`config.mk`:
```
export PLATFORM = sky130hd
export DESIGN_NAME = bitvector_rank_select_unit_flat
export DESIGN_NICKNAME = d
export VERILOG_FILES = /design/src/sv/bvrs_pkg.sv /design/src/sv/bvrs_chan_if.sv /design/src/sv/bvrs_ram.sv /design/src/sv/bvrs_ctrl.sv /design/src/sv/bvrs_dpath.sv /design/src/sv/bitvector_rank_select_unit.sv /design/src/flat_wrapper.sv
export VERILOG_INCLUDE_DIRS = /design/src /design/src/sv
export SDC_FILE = /design/constraint.sdc
export NUM_CORES = 2
export LEC_CHECK = 0
export BUFFER_PORTS_ARGS = -buffer_cell sky130_fd_sc_hd__buf_2
export CAP_MARGIN = 20
export CORE_MARGIN = 3
export CORE_UTILIZATION = 28
export CTS_CLUSTER_SIZE = 14
export DETAILED_ROUTE_END_ITERATION = 6
export GPL_TIMING_DRIVEN = 1
export SKIP_LAST_GASP = 1
export SLEW_MARGIN = 30
export SYNTH_ARGS = -nofsm -noshare
export SYNTH_HDL_FRONTEND = slang
export SYNTH_HIERARCHICAL = 1
export SYNTH_SLANG_ARGS = --single-unit
```
`constraint.sdc`:
```
create_clock -name clk -period 23.6 [get_ports clk]
set_input_delay 3.54 -clock clk [delete_from_list [all_inputs] [get_ports clk]]
set_output_delay 3.54 -clock clk [all_outputs]
set_load 0.01 [all_outputs]
```
`src/sv/bitvector_rank_select_unit_assert.svh`:
```
// ----------------------------------------------------------------------------
// Assertion macros
// Shared property forms for the rank/select unit checks.
// ----------------------------------------------------------------------------
`ifndef BITVECTOR_RANK_SELECT_UNIT_ASSERT_SVH
`define BITVECTOR_RANK_SELECT_UNIT_ASSERT_SVH

// Same-cycle implication, disabled during reset.
`define BVRS_ASSERT_IMP(name, clk_s, rst_s, ante, cons) \
    name: assert property (@(posedge clk_s) disable iff (!rst_s) (ante) |-> (cons)) \
        else $error("bvrs assertion failed");

// Next-cycle implication, disabled during reset.
`define BVRS_ASSERT_NXT(name, clk_s, rst_s, ante, cons) \
    name: assert property (@(posedge clk_s) disable iff (!rst_s) (ante) |=> (cons)) \
        else $error("bvrs assertion failed");

`endif

```
`src/sv/bvrs_pkg.sv`:
```
`timescale 1ns / 1ps
// ----------------------------------------------------------------------------
// Rank/select unit package
// Payload types, request codes, controller states and shared helpers.
// ----------------------------------------------------------------------------
package bvrs_pkg;

    localparam int VECTOR_BITS_DEF = 1024;
    localparam int WORD_BITS       = 32;
    localparam int WORD_LSB        = 5;
    localparam int POS_W           = 11;
    localparam int TYPE_W          = 3;

    typedef enum logic [TYPE_W-1:0] {
        OP_READ   = 3'd0,
        OP_WRITE  = 3'd1,
        OP_RANK   = 3'd2,
        OP_SELECT = 3'd3,
        OP_NEXT   = 3'd4
    } req_op_t;

    typedef struct packed {
        logic [TYPE_W-1:0] req_type;
        logic [POS_W-1:0]  position_or_count;
        logic              bit_value;
    } req_t;

    typedef struct packed {
        logic             bit_out;
        logic [POS_W-1:0] result_index;
        logic             error;
    } rsp_t;

    typedef enum logic [2:0] {
        ST_CLEAR,
        ST_IDLE,
        ST_ISSUE,
        ST_DRAIN,
        ST_EVAL,
        ST_WRITE,
        ST_SCAN,
        ST_DONE
    } state_t;

    typedef struct packed {
        logic start;
        logic rd_en;
        logic addr_inc;
        logic clr_wr;
        logic wr_back;
        logic scan_step;
        logic load_result;
    } ctrl_cmd_t;

    typedef struct packed {
        logic sweep_op;
        logic last_addr;
        logic op_write;
        logic need_scan;
        logic scan_hit;
    } dp_status_t;

    function automatic logic [WORD_LSB:0] popcount32(input logic [WORD_BITS-1:0] w);
        logic [WORD_LSB:0] n;
        n = '0;
        for (int i = 0; i < WORD_BITS; i++)
        begin
            n = n + (WORD_LSB+1)'(w[i]);
        end
        return n;
    endfunction

endpackage

```
`src/sv/bvrs_chan_if.sv`:
```
`timescale 1ns / 1ps
// ----------------------------------------------------------------------------
// Valid/ready channel
// One word per cycle when valid and ready are both high.
// ----------------------------------------------------------------------------
interface bvrs_chan_if #(parameter type data_t = logic);
    logic  valid;
    logic  ready;
    data_t data;

    modport source (output valid, output data, input ready);
    modport sink   (input valid, input data, output ready);
endinterface

```
`src/sv/bvrs_ram.sv`:
```
`timescale 1ns / 1ps
// ----------------------------------------------------------------------------
// Generic RAM
// One write port, one read port, registered read data.
// ----------------------------------------------------------------------------
module bvrs_ram
    import bvrs_pkg::*;
#(
    parameter int WIDTH = WORD_BITS,
    parameter int DEPTH = VECTOR_BITS_DEF / WORD_BITS,
    localparam int AW   = (DEPTH > 1) ? $clog2(DEPTH) : 1
)
(
    input  logic             clk,
    input  logic             we,
    input  logic [AW-1:0]    waddr,
    input  logic [WIDTH-1:0] wdata,
    input  logic             re,
    input  logic [AW-1:0]    raddr,
    output logic [WIDTH-1:0] rdata
);

    logic [WIDTH-1:0] mem [DEPTH];
    logic [WIDTH-1:0] rdata_reg;

    always_ff @(posedge clk)
    begin
        if (we)
        begin
            mem[waddr] <= wdata;
        end
        if (re)
        begin
            rdata_reg <= mem[raddr];
        end
    end

    assign rdata = rdata_reg;

endmodule

```
`src/sv/bvrs_ctrl.sv`:
```
`timescale 1ns / 1ps
// ----------------------------------------------------------------------------
// Rank/select controller
// Sequences clear pass, word sweeps, write-back, bit scan and result hand-off.
// ----------------------------------------------------------------------------
`include "bitvector_rank_select_unit_assert.svh"

module bvrs_ctrl
    import bvrs_pkg::*;
(
    input  logic       clk,
    input  logic       rst_n,
    input  logic       in_valid,
    output logic       in_ready,
    output logic       out_valid,
    input  logic       out_ready,
    output ctrl_cmd_t  cmd,
    input  dp_status_t st
);

    state_t state_reg, state_next;
    logic   out_valid_reg, out_valid_next;

    always_ff @(posedge clk or negedge rst_n)
    begin
        if (!rst_n)
        begin
            state_reg     <= ST_CLEAR;
            out_valid_reg <= 1'b0;
        end
        else
        begin
            state_reg     <= state_next;
            out_valid_reg <= out_valid_next;
        end
    end

    always_comb
    begin
        state_next = state_reg;
        cmd        = '0;
        in_ready   = 1'b0;
        unique case (state_reg)
            ST_CLEAR:
            begin
                cmd.clr_wr   = 1'b1;
                cmd.addr_inc = 1'b1;
                if (st.last_addr)
                begin
                    state_next = ST_IDLE;
                end
            end
            ST_IDLE:
            begin
                in_ready = 1'b1;
                if (in_valid)
                begin
                    cmd.start  = 1'b1;
                    state_next = ST_ISSUE;
                end
            end
            ST_ISSUE:
            begin
                cmd.rd_en    = 1'b1;
                cmd.addr_inc = 1'b1;
                if (!st.sweep_op || st.last_addr)
                begin
                    state_next = ST_DRAIN;
                end
            end
            ST_DRAIN:
            begin
                // last word is folded in by the datapath this cycle
                state_next = ST_EVAL;
            end
            ST_EVAL:
            begin
                if (st.op_write)
                begin
                    state_next = ST_WRITE;
                end
                else if (st.need_scan)
                begin
                    state_next = ST_SCAN;
                end
                else
                begin
                    state_next = ST_DONE;
                end
            end
            ST_WRITE:
            begin
                cmd.wr_back = 1'b1;
                state_next  = ST_DONE;
            end
            ST_SCAN:
            begin
                cmd.scan_step = 1'b1;
                if (st.scan_hit)
                begin
                    state_next = ST_DONE;
                end
            end
            ST_DONE:
            begin
                // hold until the output register is free
                if (!out_valid_reg || out_ready)
                begin
                    cmd.load_result = 1'b1;
                    state_next      = ST_IDLE;
                end
            end
            default:
            begin
                state_next = ST_IDLE;
            end
        endcase
    end

    always_comb
    begin
        if (cmd.load_result)
        begin
            out_valid_next = 1'b1;
        end
        else if (out_ready)
        begin
            out_valid_next = 1'b0;
        end
        else
        begin
            out_valid_next = out_valid_reg;
        end
    end

    assign out_valid = out_valid_reg;

    `BVRS_ASSERT_IMP(a_no_overwrite, clk, rst_n, cmd.load_result, !out_valid_reg || out_ready)
    `BVRS_ASSERT_NXT(a_load_shows, clk, rst_n, cmd.load_result, out_valid_reg)

endmodule

```
`src/sv/bvrs_dpath.sv`:
```
`timescale 1ns / 1ps
// ----------------------------------------------------------------------------
// Rank/select datapath
// Word store, per-word popcount and masking, hit capture and bit scan.
// ----------------------------------------------------------------------------
`include "bitvector_rank_select_unit_assert.svh"

module bvrs_dpath
    import bvrs_pkg::*;
#(
    parameter int VECTOR_BITS = VECTOR_BITS_DEF
)
(
    input  logic       clk,
    input  logic       rst_n,
    input  req_t       req_data,
    input  ctrl_cmd_t  cmd,
    output dp_status_t st,
    output rsp_t       rsp_data
);

    localparam int WORDS = (VECTOR_BITS + WORD_BITS - 1) / WORD_BITS;
    localparam int AW    = (WORDS > 1) ? $clog2(WORDS) : 1;
    localparam int CW    = $clog2(VECTOR_BITS + 1);
    localparam int IW    = (CW > POS_W) ? CW : POS_W;
    localparam int PW    = IW - WORD_LSB;
    localparam int RW    = WORD_LSB + 1;

    localparam logic [IW-1:0]        VB_IDX    = IW'(VECTOR_BITS);
    localparam logic [AW-1:0]        LAST_WORD = AW'(WORDS - 1);
    localparam logic [WORD_BITS-1:0] ONE_W     = WORD_BITS'(1);
    localparam logic [WORD_BITS-1:0] TWO_W     = WORD_BITS'(2);

    req_t                 req_reg, req_next;
    logic [AW-1:0]        addr_reg, addr_next;
    logic                 rd_valid_reg;
    logic [AW-1:0]        rd_w_reg;
    logic [IW-1:0]        acc_reg, acc_next;
    logic                 found_reg, found_next;
    logic [WORD_BITS-1:0] hit_word_reg, hit_word_next;
    logic [AW-1:0]        hit_w_reg, hit_w_next;
    logic [RW-1:0]        rem_reg, rem_next;
    logic [WORD_LSB-1:0]  scan_cnt_reg, scan_cnt_next;
    logic [IW-1:0]        sel_idx_reg, sel_idx_next;
    logic                 bit_reg, bit_next;
    rsp_t                 rsp_reg, rsp_next;

    logic [IW-1:0]        pos_ext;
    logic [WORD_LSB-1:0]  pos_bit;
    logic [PW-1:0]        pos_word;
    logic [PW-1:0]        w_ext;
    logic [AW-1:0]        pos_addr;
    logic                 op_read, op_write, op_rank, op_select, op_next;
    logic                 pos_ge_len;
    logic                 k_zero;
    logic [WORD_BITS-1:0] rd_word;
    logic [WORD_BITS-1:0] rank_mask, next_mask;
    logic [WORD_BITS-1:0] cnt_word, next_word;
    logic [RW-1:0]        pc;
    logic [IW-1:0]        sum;
    logic                 ram_we;
    logic [AW-1:0]        ram_waddr, ram_raddr;
    logic [WORD_BITS-1:0] ram_wdata, wb_word;

    assign pos_ext    = IW'(req_reg.position_or_count);
    assign pos_bit    = pos_ext[WORD_LSB-1:0];
    assign pos_word   = pos_ext[IW-1:WORD_LSB];
    assign pos_addr   = AW'(pos_word);
    assign w_ext      = PW'(rd_w_reg);
    assign pos_ge_len = (pos_ext >= VB_IDX);
    assign k_zero     = (pos_ext == '0);

    assign op_read   = (req_reg.req_type == OP_READ);
    assign op_write  = (req_reg.req_type == OP_WRITE);
    assign op_rank   = (req_reg.req_type == OP_RANK);
    assign op_select = (req_reg.req_type == OP_SELECT);
    assign op_next   = (req_reg.req_type == OP_NEXT);

    // Per-word masks against the operand position: bits below it, bits after it.
    always_comb
    begin
        if (w_ext < pos_word)
        begin
            rank_mask = '1;
            next_mask = '0;
        end
        else if (w_ext == pos_word)
        begin
            rank_mask = (ONE_W << pos_bit) - ONE_W;
            next_mask = ~((TWO_W << pos_bit) - ONE_W);
        end
        else
        begin
            rank_mask = '0;
            next_mask = '1;
        end
    end

    assign cnt_word  = op_rank ? (rd_word & rank_mask) : rd_word;
    assign next_word = rd_word & next_mask;
    assign pc        = popcount32(cnt_word);
    assign sum       = acc_reg + IW'(pc);

    // Word store: cleared by a sweep after reset, then read-modify-write.
    assign wb_word   = (hit_word_reg & ~(ONE_W << pos_bit))
                     | (WORD_BITS'(req_reg.bit_value) << pos_bit);
    assign ram_we    = cmd.clr_wr || (cmd.wr_back && !pos_ge_len);
    assign ram_waddr = cmd.clr_wr ? addr_reg : pos_addr;
    assign ram_wdata = cmd.clr_wr ? '0 : wb_word;
    assign ram_raddr = st.sweep_op ? addr_reg : pos_addr;

    bvrs_ram #(
        .WIDTH (WORD_BITS),
        .DEPTH (WORDS)
    ) u_ram (
        .clk   (clk),
        .we    (ram_we),
        .waddr (ram_waddr),
        .wdata (ram_wdata),
        .re    (cmd.rd_en),
        .raddr (ram_raddr),
        .rdata (rd_word)
    );

    always_ff @(posedge clk or negedge rst_n)
    begin
        if (!rst_n)
        begin
            addr_reg     <= '0;
            rd_valid_reg <= 1'b0;
            found_reg    <= 1'b0;
        end
        else
        begin
            addr_reg     <= addr_next;
            rd_valid_reg <= cmd.rd_en;
            found_reg    <= found_next;
        end
    end

    always_ff @(posedge clk)
    begin
        req_reg      <= req_next;
        rd_w_reg     <= ram_raddr;
        acc_reg      <= acc_next;
        hit_word_reg <= hit_word_next;
        hit_w_reg    <= hit_w_next;
        rem_reg      <= rem_next;
        scan_cnt_reg <= scan_cnt_next;
        sel_idx_reg  <= sel_idx_next;
        bit_reg      <= bit_next;
        rsp_reg      <= rsp_next;
    end

    always_comb
    begin
        req_next      = req_reg;
        addr_next     = addr_reg;
        acc_next      = acc_reg;
        found_next    = found_reg;
        hit_word_next = hit_word_reg;
        hit_w_next    = hit_w_reg;
        rem_next      = rem_reg;
        scan_cnt_next = scan_cnt_reg;
        sel_idx_next  = sel_idx_reg;
        bit_next      = bit_reg;

        if (cmd.start)
        begin
            req_next      = req_data;
            addr_next     = '0;
            acc_next      = '0;
            found_next    = 1'b0;
            scan_cnt_next = '0;
        end
        else if (cmd.addr_inc)
        begin
            addr_next = addr_reg + AW'(1);
        end

        if (rd_valid_reg)
        begin
            unique case (req_reg.req_type)
                OP_READ:
                begin
                    bit_next = rd_word[pos_bit];
                end
                OP_WRITE:
                begin
                    hit_word_next = rd_word;
                end
                OP_RANK:
                begin
                    acc_next = sum;
                end
                OP_SELECT:
                begin
                    acc_next = sum;
                    // first word whose running count reaches k holds the k-th one
                    if (!found_reg && !k_zero && (sum >= pos_ext))
                    begin
                        found_next    = 1'b1;
                        hit_word_next = rd_word;
                        hit_w_next    = rd_w_reg;
                        rem_next      = RW'(pos_ext - acc_reg);
                    end
                end
                OP_NEXT:
                begin
                    if (!found_reg && (next_word != '0))
                    begin
                        found_next    = 1'b1;
                        hit_word_next = next_word;
                        hit_w_next    = rd_w_reg;
                        rem_next      = RW'(1);
                    end
                end
                default:
                begin
                    bit_next = 1'b0;
                end
            endcase
        end

        if (cmd.scan_step)
        begin
            if (hit_word_reg[0] && (rem_reg == RW'(1)))
            begin
                sel_idx_next = IW'({hit_w_reg, scan_cnt_reg});
            end
            else if (hit_word_reg[0])
            begin
                rem_next = rem_reg - RW'(1);
            end
            hit_word_next = hit_word_reg >> 1;
            scan_cnt_next = scan_cnt_reg + WORD_LSB'(1);
        end
    end

    always_comb
    begin
        rsp_next = rsp_reg;
        if (cmd.load_result)
        begin
            rsp_next = '0;
            unique case (req_reg.req_type)
                OP_READ:
                begin
                    rsp_next.bit_out = bit_reg && !pos_ge_len;
                    rsp_next.error   = pos_ge_len;
                end
                OP_WRITE:
                begin
                    rsp_next.error = pos_ge_len;
                end
                OP_RANK:
                begin
                    rsp_next.result_index = acc_reg[POS_W-1:0];
                    rsp_next.error        = (pos_ext > VB_IDX);
                end
                OP_SELECT:
                begin
                    rsp_next.result_index = found_reg ? sel_idx_reg[POS_W-1:0]
                                                      : VB_IDX[POS_W-1:0];
                    rsp_next.error        = !found_reg;
                end
                OP_NEXT:
                begin
                    rsp_next.result_index = found_reg ? sel_idx_reg[POS_W-1:0]
                                                      : VB_IDX[POS_W-1:0];
                end
                default:
                begin
                    rsp_next.error = 1'b1;
                end
            endcase
        end
    end

    assign st.sweep_op  = op_rank || op_select || op_next;
    assign st.last_addr = (addr_reg == LAST_WORD);
    assign st.op_write  = op_write;
    assign st.need_scan = found_reg && (op_select || op_next);
    assign st.scan_hit  = hit_word_reg[0] && (rem_reg == RW'(1));

    assign rsp_data = rsp_reg;

    `BVRS_ASSERT_IMP(a_scan_has_ones, clk, rst_n, cmd.scan_step, hit_word_reg != '0)
    `BVRS_ASSERT_IMP(a_scan_rem_live, clk, rst_n, cmd.scan_step, rem_reg != '0)
    `BVRS_ASSERT_IMP(a_wb_write_only, clk, rst_n, cmd.wr_back, op_write && !op_read)

endmodule

```
`src/sv/bitvector_rank_select_unit.sv`:
```
`timescale 1ns / 1ps
// ----------------------------------------------------------------------------
// Bit vector rank/select unit
// Holds a bit vector and serves read, write, rank, select and next-set-bit.
// ----------------------------------------------------------------------------
// Usage:
//   req carries one request word (req_type, position_or_count, bit_value);
//   rsp returns exactly one word per request (bit_out, result_index, error).
//   Requests are served one at a time; req.ready is high only while idle.
//   Vector is kept as WORDS = VECTOR_BITS/32 (rounded up) 32-bit RAM rows.
//   Work per request:
//     read, unknown type:         one RAM row read
//     write:                      read-modify-write of one row
//     rank:                       sweep of all rows (one row per cycle, popcount)
//     select, next set bit:       sweep of all rows, plus a bit scan of up to 32
//                                 bits over the row that holds the answer
//   The next request can be taken in the cycle after its result loads.
//   The single RAM read port walking one row per cycle sets the sweep length.
//   After reset the unit clears every RAM row with req.ready low.
//   A finished result sits in the output register; if rsp stalls, the unit
//   still takes the next request and holds its result until rsp drains.
// ----------------------------------------------------------------------------
module bitvector_rank_select_unit
    import bvrs_pkg::*;
#(
    parameter int VECTOR_BITS = VECTOR_BITS_DEF
)
(
    input  logic        clk,
    input  logic        rst_n,
    bvrs_chan_if.sink   req,
    bvrs_chan_if.source rsp
);

    ctrl_cmd_t  cmd;
    dp_status_t st;

    bvrs_ctrl u_ctrl (
        .clk       (clk),
        .rst_n     (rst_n),
        .in_valid  (req.valid),
        .in_ready  (req.ready),
        .out_valid (rsp.valid),
        .out_ready (rsp.ready),
        .cmd       (cmd),
        .st        (st)
    );

    bvrs_dpath #(
        .VECTOR_BITS (VECTOR_BITS)
    ) u_dpath (
        .clk      (clk),
        .rst_n    (rst_n),
        .req_data (req.data),
        .cmd      (cmd),
        .st       (st),
        .rsp_data (rsp.data)
    );

endmodule

```
`src/flat_wrapper.sv`:
```
// flat-port wrapper written by rule: the top's interface ports become plain ports
module bitvector_rank_select_unit_flat import bvrs_pkg::*;
#(
    parameter int VECTOR_BITS = VECTOR_BITS_DEF
)
  (clk, rst_n, req_valid, req_data, req_ready, rsp_valid, rsp_data, rsp_ready);
  bvrs_chan_if #(.data_t(req_t)) req_i ();
  bvrs_chan_if #(.data_t(rsp_t)) rsp_i ();
  input  logic clk;
  input  logic rst_n;
  input wire logic [$bits(req_i.valid)-1:0] req_valid;
  input wire logic [$bits(req_i.data)-1:0] req_data;
  output wire logic [$bits(req_i.ready)-1:0] req_ready;
  output wire logic [$bits(rsp_i.valid)-1:0] rsp_valid;
  output wire logic [$bits(rsp_i.data)-1:0] rsp_data;
  input wire logic [$bits(rsp_i.ready)-1:0] rsp_ready;
  assign req_i.valid = req_valid;
  assign req_i.data = req_data;
  assign req_ready = req_i.ready;
  assign rsp_valid = rsp_i.valid;
  assign rsp_data = rsp_i.data;
  assign rsp_i.ready = rsp_ready;
  bitvector_rank_select_unit #(.VECTOR_BITS(VECTOR_BITS)) u_core (.clk(clk), .rst_n(rst_n), .req(req_i), .rsp(rsp_i));
endmodule
```
==> results.tsv <==
metric	value	unit
status	finished clean	
max_freq	0.0878	GHz
report.final.slew_viol_count	0	
ys.flop_type	edfxtp_1	
synth_most_common_cell	edfxtp_1	
fin_nets	3417	
wire_per_inst	24.5	um
hp-class	reg -> reg	
ys_seq_area_frac	0.701	
cts_tree	done	
largest_reg_flops	1024	
clkSinkCount	1170	
cts_hold_buf	0	
drive_above_1_share	0.113	
dr.pass1.iters	5	
grt_use_met3	0.0238	
ir_worst_vdd	0.000267	V
period_share	0.483	
use_met1	0.213	
fin_skew	0.0359	ns
post-dp-hpwl	74700	um
ios	34	
synth_edf_count	1136	
final_util	0.323	
antenna_found_initial	1	
cts_made_buffers	119	
power_density	117	nW/um^2
antenna_cells	0	
finalHoldViolCount	0	
finalWeightedCongestion	0.957	
cpPeakStageDelay	0.55	ns
gr-usage-met2	0.241	
die_h	427	um
fp.dieW	427	um
clkTransAtPathRegs	0.07	ns
cp-endpoint	u_core/u_dpath/hit_word_reg[27]$_DFFE_PP_	
syn_area_per_cell	15.2	um^2
grt_pass1_wl	202000	um
post_cts_resized	0	
row_count	153	
busiest_layer	met2	
syn_to_final_growth	13.8	%
drc_errors	0	
critPathMaxFanout	31	
drv_cap	0	
end_kind	flop	
drtIter0Drc	3195	
synth_top_area_frac	0.686	
tightest_slew	1.02	ns
slew-limit-headroom	0.322	
hp-start	u_core/u_dpath/hit_w_reg[1]$_DFFE_PP_	
synthTopCellsByCount	1136 x edfxtp_1, 532 x mux2i_1, 248 x nand2_1, 148 x a21oi_1, 133 x nand3_1	
final-setup-viol-count	0	
ys_top_cells_by_area	edfxtp_1 69%, mux2i_1 11%, nand2_1 1.9%	
reg2reg_from	u_core/u_dpath/pos_ext[0]$_DFFE_PP_	
r2r_end	u_core/u_dpath/hit_word_reg[27]$_DFFE_PP_	
portBuffers	33	
rrSetupSlack	12.21	ns
synth_fp_nets	3367	
clockBufferDepth	3	
antenna_left	0	
pwr-share-seq	0.406	
initial_core_util	0.284	
tns	0	ns
synthCells	3279	
vias	28800	
yosys_warnings	6	
cp.required	24.04	ns
arrival	11.83	ns
grt_start_max_net_pins	124	
p_leak	19.1	nW
cts_setup_buffers	0	
critPathSlowestCell	fa_1	
clock_latency	0.75	ns
core	175000	um^2
synthArstFlopShare	0.00940	
comb_power_share	0.324	
synth-seq-cells	1170	
switchingPower	2.24	mW
grt.total_usage	0.152	
grt_overflow_total	0	
netlist_area	49700	um^2
hold_slack	0.415	ns
die_area	183000	um^2
worst_r2r_path_depth	41	
swShare	0.337	
internal_power	4.40	mW
viasPerCell	5.00	
cts_root_buf	clkbuf_16	
htree_levels	3	
worst-setup-path-type	reg -> reg	
synth_top_area_cell	edfxtp_1	
grt_setup_unrepaired	false	
fillers	17000	
crit_top_cell	fa_1	
critPathLaunchType	flop	
synth_cell_types	82	
startpoint	u_core/u_dpath/pos_ext[0]$_DFFE_PP_	
drt_wl_total	141000	um
power_frac_clock	0.270	
grt_pass1_vias	27800	
finalCriticalPeriod	11.39	ns
[stage by stage]
step                power (mW)  setup slack [ns]  cells  cell area [um^2]
floorplan                 4.21             12.98   3279             49700
global placement          4.86             12.18   5533             52800
detailed placement        4.88             12.20   5533             52800
CTS                       6.68             12.11   5749             56500
global route              7.02             11.49   5749             56500
finish                    6.64             12.21   5749             56500
[critical path: cells and delay by family (launching register included)]
kind	cells	cell delay [ns]
buffers and inverters	7	1.41
flip-flops	1	0.33
XOR/XNOR	1	0.21
AO/OA/AOI/OAI	11	2.72
AND/OR/NAND/NOR	12	1.72
adder cells (fa/ha/maj)	10	4.66
[kinds of logic after synthesis]
logic type               synth area share
adder cells (fa/ha/maj)            0.0216
XOR/XNOR                          0.00335
AO/OA/AOI/OAI                      0.0745
flip-flops                          0.701
AND/OR/NAND/NOR                    0.0605
buffers and inverters              0.0269
multiplexers                        0.112
[layer usage]
| layer | wire [um] | vias to the layer above | part of all wire |
|---|---|---|---|
| met3 | 9750 | 210 | 0.069 |
| met4 | 4150 | 0 | 0.029 |
| met5 | 0 | - | 0 |
| li1 | - | 12700 | - |
| met1 | 61700 | 14700 | 0.44 |
| met2 | 65400 | 1095 | 0.46 |
[power groups by stage]
stage          Clock [mW]  Sequential (mW)  Combinational (mW)
2_1_floorplan           0             2.70                1.51
3_3_place_gp            0             2.74                2.12
3_5_place_dp            0             2.74                2.14
4_1_cts              1.83             2.69                2.15
5_1_grt              1.92             2.70                2.40
6_report             1.79             2.70                2.15
[final cells by class]
type / instances / area, um^2 / share of cell area
timing repair buffer: 120 / 851 / 0.0150
tap: 2325 / 2910 / 0.0515
multi-input combinational: 1851 / 14000 / 0.248
inverter: 67 / 251 / 0.00445
clock inverter: 73 / 588 / 0.0104
sequential: 1170 / 34800 / 0.616
clock buffer: 143 / 3090 / 0.0546
[layout by cell type, fill, tap and decap left out, drive strengths merged, types with 7 or more instances in the layout]
cell type  count
clkinv        57
xnor2         10
o31ai          7
and3           8
mux4          10
and2          14
mux2i        532
edfxtp      1136
nor2b         19
a21boi         8
a31oi         39
nor3          50
a21oi        150
a211oi         7
buf          120
ha            42
nor2         119
xor2           9
nand2b        12
a22o          76
inv           73
clkbuf       143
nand2        248
nand3b         7
o21a           8
nand3        133
bufinv         7
a22oi         99
fa            27
o21ai        132
dfxtp         23
dfrtp         11
a21o          12
[worst min-delay path by stage]
| stage | end | slack [ns] | cells after the start |
|---|---|---|---|
| 2_1_floorplan | u_core/u_dpath/sel_idx_reg[5]$_DFFE_PP_ | 0.40 | 0 |
| 3_3_place_gp | u_core/u_dpath/sel_idx_reg[6]$_DFFE_PP_ | 0.41 | 0 |
| 3_5_place_dp | u_core/u_dpath/sel_idx_reg[6]$_DFFE_PP_ | 0.40 | 0 |
| 4_1_cts | u_core/u_dpath/sel_idx_reg[6]$_DFFE_PP_ | 0.42 | 0 |
| 5_1_grt | u_core/u_dpath/sel_idx_reg[6]$_DFFE_PP_ | 0.42 | 0 |
| 6_report | u_core/u_dpath/sel_idx_reg[6]$_DFFE_PP_ | 0.42 | 0 |
(Power assumes the default switching activity.)
